--- config.mk ---
export PLATFORM = sky130hd
export DESIGN_NAME = serial_link_port_top
export DESIGN_NICKNAME = d
export VERILOG_FILES = /design/src/design/slp_pkg.sv /design/src/design/slp_core.sv /design/src/design/slp_out.sv /design/src/design/serial_link_port_top.sv
export SDC_FILE = /design/constraint.sdc
export NUM_CORES = 1
export LEC_CHECK = 0
export BUFFER_PORTS_ARGS = -buffer_cell sky130_fd_sc_hd__buf_2
export CAP_MARGIN = 20
export CORE_MARGIN = 1
export CORE_UTILIZATION = 30
export DETAILED_ROUTE_END_ITERATION = 10
export SYNTH_ARGS = -nofsm -noshare
export SYNTH_HDL_FRONTEND = slang
export SYNTH_SLANG_ARGS = --single-unit
--- constraint.sdc ---
create_clock -name clk -period 2.64 [get_ports clk]
set_input_delay 0.528 -clock clk [delete_from_list [all_inputs] [get_ports clk]]
set_output_delay 0.528 -clock clk [all_outputs]
set_load 0.005 [all_outputs]
--- src/design/slp_pkg.sv ---
// Shared types and constants for the serial link port.
`default_nettype none

package slp_pkg;

  // Request function codes.
  localparam logic [1:0] FUNC_WRITE  = 2'd0;
  localparam logic [1:0] FUNC_READ   = 2'd1;
  localparam logic [1:0] FUNC_TICK   = 2'd2;
  localparam logic [1:0] FUNC_UNUSED = 2'd3;

  // Register selects.
  localparam logic SEL_DATA    = 1'b0;
  localparam logic SEL_CONTROL = 1'b1;

  // Configuration register indexes.
  localparam logic CFG_LINK_MODE    = 1'b0;
  localparam logic CFG_CLASSIC_MODE = 1'b1;

  // Tick dividers for the shift clock.
  localparam int SLOW_DIVIDER = 512;
  localparam int FAST_DIVIDER = 16;
  localparam int TICK_W       = 10;

  // Control register masks: start and internal clock, plus fast clock.
  localparam logic [7:0] CTRL_MASK         = 8'h83;
  localparam logic [7:0] CTRL_MASK_CLASSIC = 8'h81;
  localparam logic [7:0] START_INTCLK      = 8'h81;
  localparam logic [7:0] CLEAR_START       = 8'h7F;
  localparam logic [7:0] RESET_INCOMING    = 8'hFF;

  // One result of a request.
  typedef struct packed {
    logic [7:0] rdata;
    logic       irq;
  } result_t;

endpackage

`default_nettype wire

--- src/design/slp_core.sv ---
// Serial port register state and the combinational update for one request.
`default_nettype none

module slp_core (
  input  wire logic             clk,
  input  wire logic             rst,
  input  wire logic             cfg_we,
  input  wire logic             cfg_index,
  input  wire logic             cfg_wdata,
  input  wire logic             step,
  input  wire logic [1:0]       func,
  input  wire logic             reg_sel,
  input  wire logic [7:0]       wdata,
  output slp_pkg::result_t      result
);

  logic                        link_mode;
  logic                        classic_mode;
  logic [7:0]                  data_byte;
  logic [7:0]                  control_bits;
  logic                        fast_clock;
  logic [slp_pkg::TICK_W-1:0]  tick_count;
  logic [2:0]                  bit_index;
  logic [7:0]                  incoming_byte;

  logic [7:0]                  data_byte_next;
  logic [7:0]                  control_bits_next;
  logic                        fast_clock_next;
  logic [slp_pkg::TICK_W-1:0]  tick_count_next;
  logic [2:0]                  bit_index_next;
  logic [7:0]                  incoming_byte_next;

  logic [7:0]                  mask;
  logic [7:0]                  ctrl_written;
  logic [slp_pkg::TICK_W:0]    tick_inc;
  logic [slp_pkg::TICK_W:0]    divider;
  logic                        rx_bit;

  // Writable control bits depend on the console model.
  assign mask         = classic_mode ? slp_pkg::CTRL_MASK_CLASSIC : slp_pkg::CTRL_MASK;
  assign ctrl_written = (control_bits & ~mask) | (wdata & mask);
  assign tick_inc     = {1'b0, tick_count} + 1'b1;
  assign divider      = fast_clock ? (slp_pkg::TICK_W+1)'(slp_pkg::FAST_DIVIDER)
                                   : (slp_pkg::TICK_W+1)'(slp_pkg::SLOW_DIVIDER);
  assign rx_bit       = incoming_byte[3'd7 - bit_index];

  // Next state and result for the current request.
  always_comb begin
    data_byte_next     = data_byte;
    control_bits_next  = control_bits;
    fast_clock_next    = fast_clock;
    tick_count_next    = tick_count;
    bit_index_next     = bit_index;
    incoming_byte_next = incoming_byte;
    result.rdata       = 8'h00;
    result.irq         = 1'b0;
    unique case (func)
      slp_pkg::FUNC_WRITE: begin
        if (reg_sel == slp_pkg::SEL_DATA) begin
          data_byte_next = wdata;
        end else if (link_mode) begin
          // Loopback finishes the transfer at once.
          control_bits_next = ctrl_written & slp_pkg::CLEAR_START;
          result.irq        = 1'b1;
        end else begin
          control_bits_next = ctrl_written;
          fast_clock_next   = wdata[1];
          if ((wdata & slp_pkg::START_INTCLK) == slp_pkg::START_INTCLK) begin
            incoming_byte_next = slp_pkg::RESET_INCOMING;
          end
        end
      end
      slp_pkg::FUNC_READ: begin
        if (reg_sel == slp_pkg::SEL_DATA) begin
          result.rdata = data_byte;
        end else begin
          result.rdata = (control_bits & mask) | ~mask;
        end
      end
      slp_pkg::FUNC_TICK: begin
        // Shift one bit in each time the divider expires during a transfer.
        if ((control_bits & slp_pkg::START_INTCLK) == slp_pkg::START_INTCLK) begin
          if (tick_inc < divider) begin
            tick_count_next = tick_inc[slp_pkg::TICK_W-1:0];
          end else begin
            tick_count_next = '0;
            data_byte_next  = {data_byte[6:0], rx_bit};
            bit_index_next  = bit_index + 3'd1;
            if (bit_index == 3'd7) begin
              control_bits_next = control_bits & slp_pkg::CLEAR_START;
              result.irq        = 1'b1;
            end
          end
        end
      end
      default: begin
      end
    endcase
  end

  // State registers and configuration writes.
  always_ff @(posedge clk) begin
    if (rst) begin
      link_mode     <= 1'b0;
      classic_mode  <= 1'b0;
      data_byte     <= 8'h00;
      control_bits  <= 8'h00;
      fast_clock    <= 1'b0;
      tick_count    <= '0;
      bit_index     <= 3'd0;
      incoming_byte <= slp_pkg::RESET_INCOMING;
    end else begin
      if (cfg_we) begin
        if (cfg_index == slp_pkg::CFG_LINK_MODE) begin
          link_mode <= cfg_wdata;
        end else begin
          classic_mode <= cfg_wdata;
        end
      end
      if (step) begin
        data_byte     <= data_byte_next;
        control_bits  <= control_bits_next;
        fast_clock    <= fast_clock_next;
        tick_count    <= tick_count_next;
        bit_index     <= bit_index_next;
        incoming_byte <= incoming_byte_next;
      end
    end
  end

endmodule

`default_nettype wire

--- src/design/slp_out.sv ---
// Result register that holds one result until the consumer takes it.
`default_nettype none

module slp_out (
  input  wire logic             clk,
  input  wire logic             rst,
  input  wire logic             load,
  input  wire slp_pkg::result_t result,
  input  wire logic             out_ready,
  output logic                  out_valid,
  output logic                  can_load,
  output logic [7:0]            rdata,
  output logic                  irq
);

  slp_pkg::result_t held;

  // A new result may enter when the register is empty or being drained.
  assign can_load = !out_valid || out_ready;

  always_ff @(posedge clk) begin
    if (rst) begin
      out_valid <= 1'b0;
    end else if (can_load) begin
      out_valid <= load;
    end
  end

  always_ff @(posedge clk) begin
    if (load && can_load) begin
      held <= result;
    end
  end

  assign rdata = held.rdata;
  assign irq   = held.irq;

endmodule

`default_nettype wire

--- src/design/serial_link_port_top.sv ---
// Top level of the serial link port.
//
//  channel   direction  handshake            payload
//  request   in         in_valid / in_ready  func, reg_sel, wdata
//  result    out        out_valid/out_ready  rdata, irq
//  config    in         cfg_we               cfg_index, cfg_wdata
//
// A new request is accepted every cycle while the result register is empty
// or being drained. Its result is registered and appears in the cycle after
// acceptance. Reset is synchronous and clears all state except the held
// result. While a result waits, in_ready drops and the state holds.
`default_nettype none

module serial_link_port_top (
  input  wire logic       clk,
  input  wire logic       rst,
  input  wire logic       in_valid,
  output logic            in_ready,
  input  wire logic [1:0] func,
  input  wire logic       reg_sel,
  input  wire logic [7:0] wdata,
  output logic            out_valid,
  input  wire logic       out_ready,
  output logic [7:0]      rdata,
  output logic            irq,
  input  wire logic       cfg_we,
  input  wire logic       cfg_index,
  input  wire logic       cfg_wdata
);

  slp_pkg::result_t result;
  logic             step;

  assign step = in_valid && in_ready;

  // Register state and per-request update.
  slp_core u_core (
    .clk       (clk),
    .rst       (rst),
    .cfg_we    (cfg_we),
    .cfg_index (cfg_index),
    .cfg_wdata (cfg_wdata),
    .step      (step),
    .func      (func),
    .reg_sel   (reg_sel),
    .wdata     (wdata),
    .result    (result)
  );

  // Result register.
  slp_out u_out (
    .clk       (clk),
    .rst       (rst),
    .load      (in_valid),
    .result    (result),
    .out_ready (out_ready),
    .out_valid (out_valid),
    .can_load  (in_ready),
    .rdata     (rdata),
    .irq       (irq)
  );

endmodule

`default_nettype wire

==> implementation parameters, run 1 <==
Parameter                              Value

Final layout
  Total inserted antenna cells    0
  Total area of multi-input combinational cells    0.001079 mm2
  Area growth syn-to-layout    18.45%
  Filler cells    between 600 and 700
  Footprint of the flip-flops and latches    between 800 and 900 um2
  Layout cells sized above 1    25.58%
  Number of nets in the layout    279

Synthesis
  Post-synthesis cell type count    47
  Share of flip-flops with an asynchronous set or reset after synthesis    0%
  Biggest area consumer among synthesized cells    sky130_fd_sc_hd__dfxtp_1
  Netlist area before placement    0.001981 mm2
  Synthesized area divided by synthesized cell count    8.922 um2
  Net Count, Synth    244
  Portion of the post-synthesis area used by sequential elements    41.95%
  Number of storage elements in the synthesis netlist    37
  Post-synth EDFFs    9
  Main area contributors after synthesis    sky130_fd_sc_hd__dfxtp_1, sky130_fd_sc_hd__edfxtp_1, sky130_fd_sc_hd__mux2i_1
  Combinational family with the most area after synthesis    simple AND/OR/NAND/NOR gates
  Compound-cell area share of the yosys netlist    between 20% and 30%
  Xor and xnor area share after synthesis    1.327%
  Portion of netlist area occupied by mux cells    6.570%
  Share of synthesized cell area in and, or, nand and nor gates    a little under a quarter
  Instance count of the mapped netlist    222
  Synth top area share    28.30%
  Yosys synthesis warning count    0
  Share of synthesized cell area in full adder, half adder and majority cells    ~2.5%
  Dominant register cell in the synthesized netlist    sky130_fd_sc_hd__dfxtp_1

Worst setup path
  Critical path endpoint category    flop
  Worst r2r src    u_core.tick_count[4]
  CP required    2.87 ns
  Slowest CP cell    sky130_fd_sc_hd__or3_1
  Kind of launch point of the worst setup path    flop
  Worst Path Class, Setup    reg -> reg
  Worst Path Buf+Inv    0
  Endpoint arrival time on the critical path    2.70 ns
  Cell family contributing the most delay on the critical path    simple AND/OR/NAND/NOR gates
  R2r worst-path depth    9
  Critical-path cell list    nand4_4 -> nor2_1 -> nand3_1 -> xnor2_1 -> ha_1 -> or3_1 -> o31ai_4 -> and2_1 -> a22o_1
  Biggest fanout along the worst timing path    6
  Worst stage delay on the critical path    between 0.4 and 0.5 ns
  Worst R2R End    u_core.tick_count[3]
  R2R Setup Slk    between 0.15 and 0.2 ns

Detailed routing
  Via total after detailed routing    1718
  Wire length per cell    12.97 um
  Drt pass-1 iters    4
  Post-route ant nets    0
  DRC    0
  Number of DRC violations after detailed-routing iteration 0    73
  Total wire length after detailed routing    4.346 mm
  Via count normalized by instance count    just over 5

Global route
  Overall overflow remaining after global route    0
  Vias in the first global route    approximately 1600
  First-pass GRT wire length    7.327 mm
  Pin count of the biggest net entering global routing    27
  Tot GR Track Use    13.21%
  Initial antenna violation count    0

Run status
  Status    finished clean

Hold path
  Number of cells on the worst hold path    2
  Worst Hold Path EP    u_core.control_bits[1]
  Tightest Hold Check Type    reg -> reg
  Hold Crit Start    u_core.control_bits[1]

Die
  Effective utilization at floorplan    31.19%
  Die width    between 80 and 90 um
  Total die area    between 0.006 and 0.007 mm2
  Height of the die    83.26 um
  Cell Rows    29
  Number of top-level pins    29
  Placeable core region    0.006350 mm2

Placement
  Worst setup timing slack at the placement stage    0.07050 ns
  Weighted congestion at the end of routability-driven global placement    0.7582
  Count of input and output buffers    28
  Post-DP HPWL    3.143 mm

Clock network
  Clock latency at the later pin of the worst-skew pair    0.29 ns
  CTS tree    built
  TritonCTS buffer count    5
  H-tree lvl count    2
  Longest Clk Path Bufs    2
  CTS Root Buffer Type    sky130_fd_sc_hd__clkbuf_8
  Quantity of hold-fixing buffers added after cts    0
  Clock transition at the register clock pins on the worst setup and hold paths after CTS    0.07 ns
  Total clock sinks    37

Pwr
  PwrDens    485.7 mW/mm2
  Leakage    0.9888 nW
  Worst vdd ir    0.2223 mV

STA
  Final Skew    slightly below 0.005 ns
  Post-Route Hold Slack    0.4741 ns
  Final worst path period need    2.473 ns
  Max-slew headroom at the worst pin    57.57%
  Fmax    around 0.40 GHz
  Hold Fails Final Rpt    0
  Final Setup Violations    0
  Final number of max-transition violations    0
  Post-route fraction of the period consumed by the critical path    between 90% and 100%
  Actual slew at the worst max-slew pin    roughly 0.64 ns
  Setup slack of the critical path after layout    about 0.17 ns

Job
  # Max-Cap Violations    0
worst min-delay path, stage by stage, from the launching register on:
cell and delay [ns]:
sky130_fd_sc_hd__dfxtp_1 0.31, sky130_fd_sc_hd__o21ai_0 0.06, sky130_fd_sc_hd__a21oi_1 0.06
cells in the mapped netlist (2+ instances only):
library cell	n
sky130_fd_sc_hd__nor2_1	33
sky130_fd_sc_hd__dfxtp_1	28
sky130_fd_sc_hd__a21oi_1	19
sky130_fd_sc_hd__nand2_1	19
sky130_fd_sc_hd__mux2i_1	13
sky130_fd_sc_hd__nand3_1	10
sky130_fd_sc_hd__edfxtp_1	9
sky130_fd_sc_hd__o21ai_0	9
sky130_fd_sc_hd__inv_1	8
sky130_fd_sc_hd__a211oi_2	7
sky130_fd_sc_hd__clkbuf_1	7
sky130_fd_sc_hd__nand2b_1	5
sky130_fd_sc_hd__or3_1	5
sky130_fd_sc_hd__ha_1	4
sky130_fd_sc_hd__a21o_1	3
sky130_fd_sc_hd__a22o_1	3
sky130_fd_sc_hd__nand4_1	3
sky130_fd_sc_hd__nor3_1	3
sky130_fd_sc_hd__nor4_1	3
sky130_fd_sc_hd__and2_1	2
sky130_fd_sc_hd__o21a_1	2
sky130_fd_sc_hd__xor2_1	2
what timing repair did:
action	CTS	global route
resized for setup	0	7
setup buffers	0	2
setup endpoints to repair	0	13
placed cells by master, fill, tap and decap left out, drive strengths merged, types with 3 or more instances in the layout:
master / synthesis / final
nor2: 33 / 33
edfxtp: 9 / 9
and2: 4 / 4
nand4: 4 / 4
nor3: 3 / 3
clkbuf: 7 / 7
nand2: 19 / 19
buf: 2 / 37
a211oi: 8 / 8
mux2i: 13 / 13
nand3: 10 / 10
a21o: 3 / 3
ha: 4 / 4
nor4: 3 / 3
nand2b: 5 / 5
or3: 5 / 5
dfxtp: 28 / 28
o21ai: 10 / 10
a21oi: 19 / 19
a22o: 3 / 3
inv: 8 / 8
per-layer routing:
layer	wire length, um	track usage, %	part of all wire (%)
met3	177	3.280	4.1
met4	86	5.643	2.0
met2	1946	20.86	45
met5	0	0	0
met1	2135	17.09	49
metrics by stage:
| stage | util, % | TNS (ns) | power, mW | instance area [um2] | std cells |
|---|---|---|---|---|---|
| floorplan | - | 0 | 0.6951 | 1981 | 222 |
| global placement | 35.09 | 0 | 0.7363 | 2228 | 325 |
| detailed placement | 35.09 | 0 | 0.7366 | 2228 | 325 |
| CTS | 36.57 | 0 | 1.155 | 2322 | 333 |
| global route | 36.95 | -0.005562 | 1.193 | 2346 | 335 |
| finish | 36.95 | 0 | 1.140 | 2346 | 335 |
registers in the layout, indices dropped and copies added, names as in the netlist, 3 cells and up:
register,cells
u_core.tick_count,10
u_core.data_byte,8
u_core.bit_index,3
u_out.rdata,8
u_core.control_bits,3
logic make-up after synthesis:
group                    after synthesis
buffers and inverters                 17
multiplexers                          13
AO/OA/AOI/OAI                         57
adder cells (fa/ha/maj)                4
AND/OR/NAND/NOR                       91
flip-flops                            37
XOR/XNOR                               3
final cells by class:
| type | count | area share, % |
|---|---|---|
| Multi-Input combinational cell | 168 | 45.97 |
| Timing Repair Buffer | 37 | 8.853 |
| Clock buffer | 7 | 3.680 |
| Inverter | 8 | 1.280 |
| Clock inverter | 1 | 0.3200 |
| Tap cell | 77 | 4.107 |
| Sequential cell | 37 | 35.79 |
worst max-delay path by stage:
stage / startpoint / endpoint / depth (start not counted)
after floorplan: u_core.tick_count[3] / u_core.data_byte[0] / 11
after detailed placement: u_core.tick_count[4] / u_core.tick_count[3] / 9
after global placement: u_core.tick_count[3] / u_core.tick_count[9] / 9
after CTS: u_core.tick_count[3] / u_core.tick_count[3] / 9
final: u_core.tick_count[4] / u_core.tick_count[3] / 9
after global routing: u_core.tick_count[4] / u_core.tick_count[3] / 9
report_power, final:
group / internal [mW] / switching [mW] / total, mW
Combinational: 0.0507 / 0.0684 / 0.119
Clock: 0.212 / 0.202 / 0.414
Sequential: 0.596 / 0.0103 / 0.606
Total: 0.859 / 0.281 / 1.14
(Power assumes the default switching activity.)
==> run 2, diff against run 1 <==
CTS_CLUSTER_SIZE = 40   (was not set)
clock period = 2.81 ns   (was 2.64 ns; I/O delays follow)
==> run 2 against run 1 <==
Clock power grew 11%. Register-to-register slack worse by 0.04 ns. Flip-flop and latch count stayed put. Die area unchanged. Maximum frequency fell by 7.9%. First-iteration DRC count grew 34%. Cell count decreased by 1.2%. Sequential power fell by 5.9%. Worst setup slack worse by 0.043 ns. Routed wire length up 5.5%. Utilization is 0.32 points lower. Critical endpoint is now u_core.data_byte[0]. Largest power group unchanged.
==> implementation parameters, run 2 (synthesis results as in run 1) <==
Parameter                              Value

Run status
  Status    finished clean

Clock network
  Quantity of hold-fixing buffers added after cts    0 (unchanged)
  TritonCTS buffer count    5 (unchanged)
  Clock transition at the register clock pins on the worst setup and hold paths after CTS    0.07 ns (about the same)
  CTS tree    built
  Clock latency at the later pin of the worst-skew pair    0.29 ns (about the same)
  CTS Root Buffer Type    sky130_fd_sc_hd__clkbuf_8
  H-tree lvl count    2 (unchanged)
  Total clock sinks    37 (unchanged)
  Longest Clk Path Bufs    2 (unchanged)

Worst setup path
  Biggest fanout along the worst timing path    8 (+2)
  Worst Path Class, Setup    reg -> reg
  CP required    3.00 ns (+0.13 ns)
  Critical path endpoint category    flop
  Endpoint arrival time on the critical path    2.88 ns (+0.18 ns)
  Kind of launch point of the worst setup path    flop

Detailed routing
  Via count normalized by instance count    5.190 (+1.2%)
  Number of DRC violations after detailed-routing iteration 0    98 (+34%)
  DRC    0 (unchanged)
  Post-route ant nets    0 (unchanged)
  Drt pass-1 iters    4 (unchanged)
  Via total after detailed routing    1718 (unchanged)
  Total wire length after detailed routing    4.583 mm (+5.5%)
  DR WL met3    239 um (+35%)
  Highest signal layer in the routed design    met4
  Wl on met1    2.178 mm (+2.0%)
  Wire length per cell    13.85 um (+6.7%)
  Met2 wire len    2.073 mm (+6.5%)

Pwr
  PwrDens    491.4 mW/mm2 (+1.2%)
  Leakage    0.9743 nW (-1.5%)
  Worst vdd ir    0.2291 mV (+3.0%)

Global route
  First-pass GRT wire length    7.479 mm (+2.1%)
  Pin count of the biggest net entering global routing    27 (unchanged)
  Initial antenna violation count    0 (unchanged)
  Overall overflow remaining after global route    0 (unchanged)
  Tot GR Track Use    13.43% (+0.23 points)
  Vias in the first global route    1548 (-1.5%)

Final layout
  Non-filler instance count after layout    331 (-1.2%)
  Filler cells    632 (+1.3%)
  Final Util    36.63% (-0.32 points)
  Total inserted antenna cells    0 (unchanged)
  Most frequent cells in the layout    sky130_fd_sc_hd__nor2_1, sky130_fd_sc_hd__buf_2, sky130_fd_sc_hd__dfxtp_1, sky130_fd_sc_hd__nand2_1, sky130_fd_sc_hd__a21oi_1
  Most common library cell in the layout ignoring fill and taps    sky130_fd_sc_hd__nor2_1
  Number of nets in the layout    275 (-1.4%)
  Flip-flop count of the largest register, all copies and words added    10 (unchanged)
  Most flop-heavy register    u_core.tick_count
  Layout cells sized above 1    22.44% (-3.1 points)
  Area growth syn-to-layout    17.44%

STA
  Hold Fails Final Rpt    0 (unchanged)
  Post-Route Hold Slack    0.4753 ns (+0.001186 ns)
  Max-slew headroom at the worst pin    55.36% (-2.2 points)
  Final worst path period need    2.686 ns (+0.2132 ns)
  Setup repair after global routing missed its margin    no
  Final number of max-transition violations    0 (unchanged)
  Final Setup Violations    0 (unchanged)
  Post-route fraction of the period consumed by the critical path    95.59% (+1.9 points)
  Final Skew    0.005419 ns (+0.0004690 ns)
  Setup TNS    0 ns (unchanged)
  Actual slew at the worst max-slew pin    0.6689 ns (+0.03319 ns)
  Fmax    0.3723 GHz (-7.9%)

Placement
  Placed cell count    321 (-1.2%)
  Post-DP HPWL    3.265 mm (+3.9%)
  Count of input and output buffers    28 (unchanged)
  Weighted congestion at the end of routability-driven global placement    0.7833 (+3.3%)

Die
  Placeable core region    0.006350 mm2 (unchanged)
  Die width    83.26 um (unchanged)
  Number of top-level pins    29 (unchanged)
  Cell Rows    29 (unchanged)
  Height of the die    83.26 um (unchanged)
  Total die area    0.006931 mm2 (unchanged)
  Effective utilization at floorplan    31.19% (unchanged)

Job
  # Max-Cap Violations    0 (unchanged)

Hold path
  Tightest Hold Check Type    reg -> reg
run 2: cell types whose count changed in the layout (fill, tap and decap cells not counted), sizes merged:
| cell | before | now |
|---|---|---|
| buf | 37 | 33 |
| bufinv | 0 | 1 |
| clkinv | 0 | 1 |
| clkbuf | 7 | 5 |
run 2: metrics by stage:
stage	instance area (um2)	setup slack, ns	power [mW]
global route	2326	0.01080	1.187
floorplan	1981	0.3877	0.6530
CTS	2308	0.1084	1.152
finish	2326	0.1240	1.143
global placement	2198	0.2235	0.6919
detailed placement	2198	0.1893	0.6937
run 2: per-layer routing:
layer	GRT usage [%]	vias up
li1	-	864
met1	17.33	796
met2	20.57	48
met3	4.076	10
met4	6.113	0
met5	0	-
run 2: path summary, 6_finish.rpt:
| check | start | end | slack [ns] | cells past startpoint |
|---|---|---|---|---|
| max | u_core.tick_count[6] | u_core.data_byte[0] | 0.12 | 10 |
| min | u_core.control_bits[1] | u_core.control_bits[1] | 0.48 | 2 |
| max reg2reg | u_core.tick_count[6] | u_core.data_byte[0] | 0.12 | 10 |
| min reg2reg | u_core.control_bits[1] | u_core.control_bits[1] | 0.48 | 2 |
run 2: final cells by class:
class | count | area [um2] | area share, %
multi-input combinational | 168 | 1079 | 46.37
sequential | 37 | 833.3 | 35.83
timing repair buffer | 33 | 177.7 | 7.639
tap | 77 | 96.34 | 4.142
clock buffer | 5 | 68.82 | 2.959
clock inverter | 3 | 41.29 | 1.775
inverter | 8 | 30.03 | 1.291
run 2: report_power, final:
| part | switching, mW | internal, mW |
|---|---|---|
| clock network | 0.198 | 0.261 |
| registers | 0.0101 | 0.560 |
| logic | 0.0664 | 0.0478 |
run 2: critical path: stages (launching register included):
cell                       delay [ns]
sky130_fd_sc_hd__dfxtp_1         0.48
sky130_fd_sc_hd__nand4_4         0.18
sky130_fd_sc_hd__nor2_1          0.17
sky130_fd_sc_hd__nand3_1         0.16
sky130_fd_sc_hd__xnor2_1         0.17
sky130_fd_sc_hd__ha_1            0.25
sky130_fd_sc_hd__nand2b_1        0.20
sky130_fd_sc_hd__a211o_1         0.30
sky130_fd_sc_hd__o32a_2          0.27
sky130_fd_sc_hd__and2_4          0.24
sky130_fd_sc_hd__o21a_1          0.17
run 2: what timing repair did:
item                       CTS  global route
resized for setup            0             2
buffers inserted             0             2
setup endpoints to repair    0            12
==> run 3, diff against run 2 <==
RECOVER_POWER = 50   (was not set)
==> run 3 against run 2 <==
Clock skew is essentially flat. Combinational power is essentially flat. Sequential share of layout area grew 0.097 points. Clock power is essentially flat. Via count is the same. Critical path depth is the same. Global-route usage is the same. Design area shrank 0.27%. Register-to-register slack is essentially flat. Maximum frequency is essentially flat. Cell count is the same. Critical path type unchanged. Largest cell class unchanged.
==> implementation parameters, run 3 (synthesis results as in run 1) <==
Parameter                              Value

Detailed routing
  Met2 wire len    2.073 mm (unchanged)
  Wl on met1    2.198 mm (+0.92%)
  Total wire length after detailed routing    4.591 mm (+0.17%)
  Post-route ant nets    0 (unchanged)
  Highest signal layer in the routed design    met4
  Via count normalized by instance count    5.190 (unchanged)
  Via total after detailed routing    1718 (unchanged)
  Drt pass-1 iters    4 (unchanged)
  Number of DRC violations after detailed-routing iteration 0    103 (+5.1%)
  Wire length per cell    13.87 um (+0.17%)
  DR WL met3    228 um (-4.6%)
  DRC    0 (unchanged)

Pwr
  Sw Ratio    24.01% (+0.026 points)
  Clock share of power    40.2% (about the same)
  Internal Dissipation    868.0 uW (-0.10%)
  Worst vdd ir    0.2291 mV (about the same)
  Switching power summed over all nets    274.2 uW (about the same)
  Leakage    0.9589 nW (-1.6%)
  Comb pwr share    9.9% (about the same)
  Share of total power in sequential cells    49.9% (about the same)
  PwrDens    492.4 mW/mm2 (+0.20%)
  Pwr Total    1.142 mW (about the same)

Clock network
  CTS tree    built
  Total clock sinks    37 (unchanged)
  TritonCTS buffer count    5 (unchanged)
  Clock latency at the later pin of the worst-skew pair    0.29 ns (about the same)
  CTS Root Buffer Type    sky130_fd_sc_hd__clkbuf_8
  H-tree lvl count    2 (unchanged)
  Clock transition at the register clock pins on the worst setup and hold paths after CTS    0.07 ns (about the same)
  Longest Clk Path Bufs    2 (unchanged)

Placement
  Weighted congestion at the end of routability-driven global placement    0.7833 (unchanged)
  Worst setup timing slack at the placement stage    0.1893 ns (unchanged)
  Count of input and output buffers    28 (unchanged)
  Area after detailed placement    0.002198 mm2 (unchanged)
  Placed cell count    321 (unchanged)
  Post-DP HPWL    3.265 mm (unchanged)

Worst setup path
  CP required    3.00 ns (about the same)
  Critical path endpoint category    flop
  Endpoint arrival time on the critical path    2.88 ns (about the same)
  Kind of launch point of the worst setup path    flop
  Worst Path Class, Setup    reg -> reg
  Biggest fanout along the worst timing path    8 (unchanged)

Final layout
  Most common library cell in the layout ignoring fill and taps    sky130_fd_sc_hd__nor2_1
  Area growth syn-to-layout    17.12%
  Number of nets in the layout    275 (unchanged)
  Flip-flop count of the largest register, all copies and words added    10 (unchanged)
  Non-filler instance count after layout    331 (unchanged)
  Most flop-heavy register    u_core.tick_count
  Most frequent cells in the layout    sky130_fd_sc_hd__nor2_1, sky130_fd_sc_hd__dfxtp_1, sky130_fd_sc_hd__buf_2, sky130_fd_sc_hd__nand2_1, sky130_fd_sc_hd__a21oi_1
  Layout cells sized above 1    20.47% (-2.0 points)
  Total inserted antenna cells    0 (unchanged)
  Final cell area excluding filler cells    0.002320 mm2 (-0.27%)

STA
  Actual slew at the worst max-slew pin    0.6689 ns (unchanged)
  Final Setup Violations    0 (unchanged)
  Final Skew    0.005418 ns (-0.0000006100 ns)
  Setup repair after global routing missed its margin    no
  Final number of max-transition violations    0 (unchanged)
  Final worst path period need    2.686 ns (+0.000001000 ns)
  Hold Fails Final Rpt    0 (unchanged)
  Fmax    0.3723 GHz (about the same)
  Setup slack of the critical path after layout    0.1240 ns (-0.000001000 ns)
  Max-slew headroom at the worst pin    55.36% (unchanged)
  Setup TNS    0 ns (unchanged)
  Post-route fraction of the period consumed by the critical path    95.59% (about the same)

Die
  Number of top-level pins    29 (unchanged)
  Total die area    0.006931 mm2 (unchanged)
  Placeable core region    0.006350 mm2 (unchanged)
  Height of the die    83.26 um (unchanged)
  Effective utilization at floorplan    31.19% (unchanged)
  Die width    83.26 um (unchanged)
  Cell Rows    29 (unchanged)

Hold path
  Tightest Hold Check Type    reg -> reg

Global route
  Tot GR Track Use    13.43% (unchanged)
  First-pass GRT wire length    7.479 mm (unchanged)
  Overall overflow remaining after global route    0 (unchanged)
  Vias in the first global route    1548 (unchanged)
  Initial antenna violation count    0 (unchanged)
  Pin count of the biggest net entering global routing    27 (unchanged)

Job
  # Max-Cap Violations    0 (unchanged)

Run status
  Status    finished clean
run 3: cell types whose count changed in the layout (fill, tap and decap cells not counted), sizes merged:
cell,before,now
buf,33,28
clkbuf,5,10
run 3: routing by layer:
| metal | vias to the layer above | GRT usage (%) |
|---|---|---|
| met5 | - | 0 |
| met2 | 48 | 20.57 |
| met3 | 10 | 4.076 |
| met4 | 0 | 6.113 |
| li1 | 864 | - |
| met1 | 796 | 17.33 |
run 3: layout make-up:
class                           instances  area (um2)
Clock buffer                            5       68.82
Clock inverter                          3       41.29
Fill cell                             635        4030
Inverter                                8       30.03
Multi-Input combinational cell        168        1079
Sequential cell                        37       833.3
Tap cell                               77       96.34
Timing Repair Buffer                   33       171.4
run 3: power groups by stage:
stage | combinational [mW] | clock, mW | sequential [mW]
5_1_grt | 0.126 | 0.488 | 0.572
6_report | 0.113 | 0.459 | 0.570
4_1_cts | 0.112 | 0.470 | 0.570
3_3_place_gp | 0.110 | 0 | 0.582
3_5_place_dp | 0.112 | 0 | 0.582
2_1_floorplan | 0.0719 | 0 | 0.581
run 3: timing repair:
item / in CTS / in global routing
setup buffers: 0 / 2
setup endpoints to repair: 0 / 12
resized for setup: 0 / 2
hold buffers: 0 / 0
run 3: worst max-delay path: stages, from the launching register on:
cell                       delay [ns]
sky130_fd_sc_hd__dfxtp_1         0.48
sky130_fd_sc_hd__nand4_4         0.18
sky130_fd_sc_hd__nor2_1          0.17
sky130_fd_sc_hd__nand3_1         0.16
sky130_fd_sc_hd__xnor2_1         0.17
sky130_fd_sc_hd__ha_1            0.25
sky130_fd_sc_hd__nand2b_1        0.20
sky130_fd_sc_hd__a211o_1         0.30
sky130_fd_sc_hd__o32a_2          0.27
sky130_fd_sc_hd__and2_4          0.24
sky130_fd_sc_hd__o21a_1          0.17
run 3: metrics by stage:
stage	hold slack, ns	util [%]
floorplan	0.4537	-
global placement	0.4646	34.62
detailed placement	0.4676	34.62
CTS	0.4785	36.35
global route	0.5013	36.53
finish	0.4753	36.53
run 3: path summary, 6_finish.rpt:
kind,end,slack (ns),depth (start not counted),startpoint
worst max-delay path,u_core.data_byte[0],0.12,10,u_core.tick_count[6]
worst min-delay path,u_core.control_bits[1],0.48,2,u_core.control_bits[1]
worst max register to register,u_core.data_byte[0],0.12,10,u_core.tick_count[6]
worst min register to register,u_core.control_bits[1],0.48,2,u_core.control_bits[1]
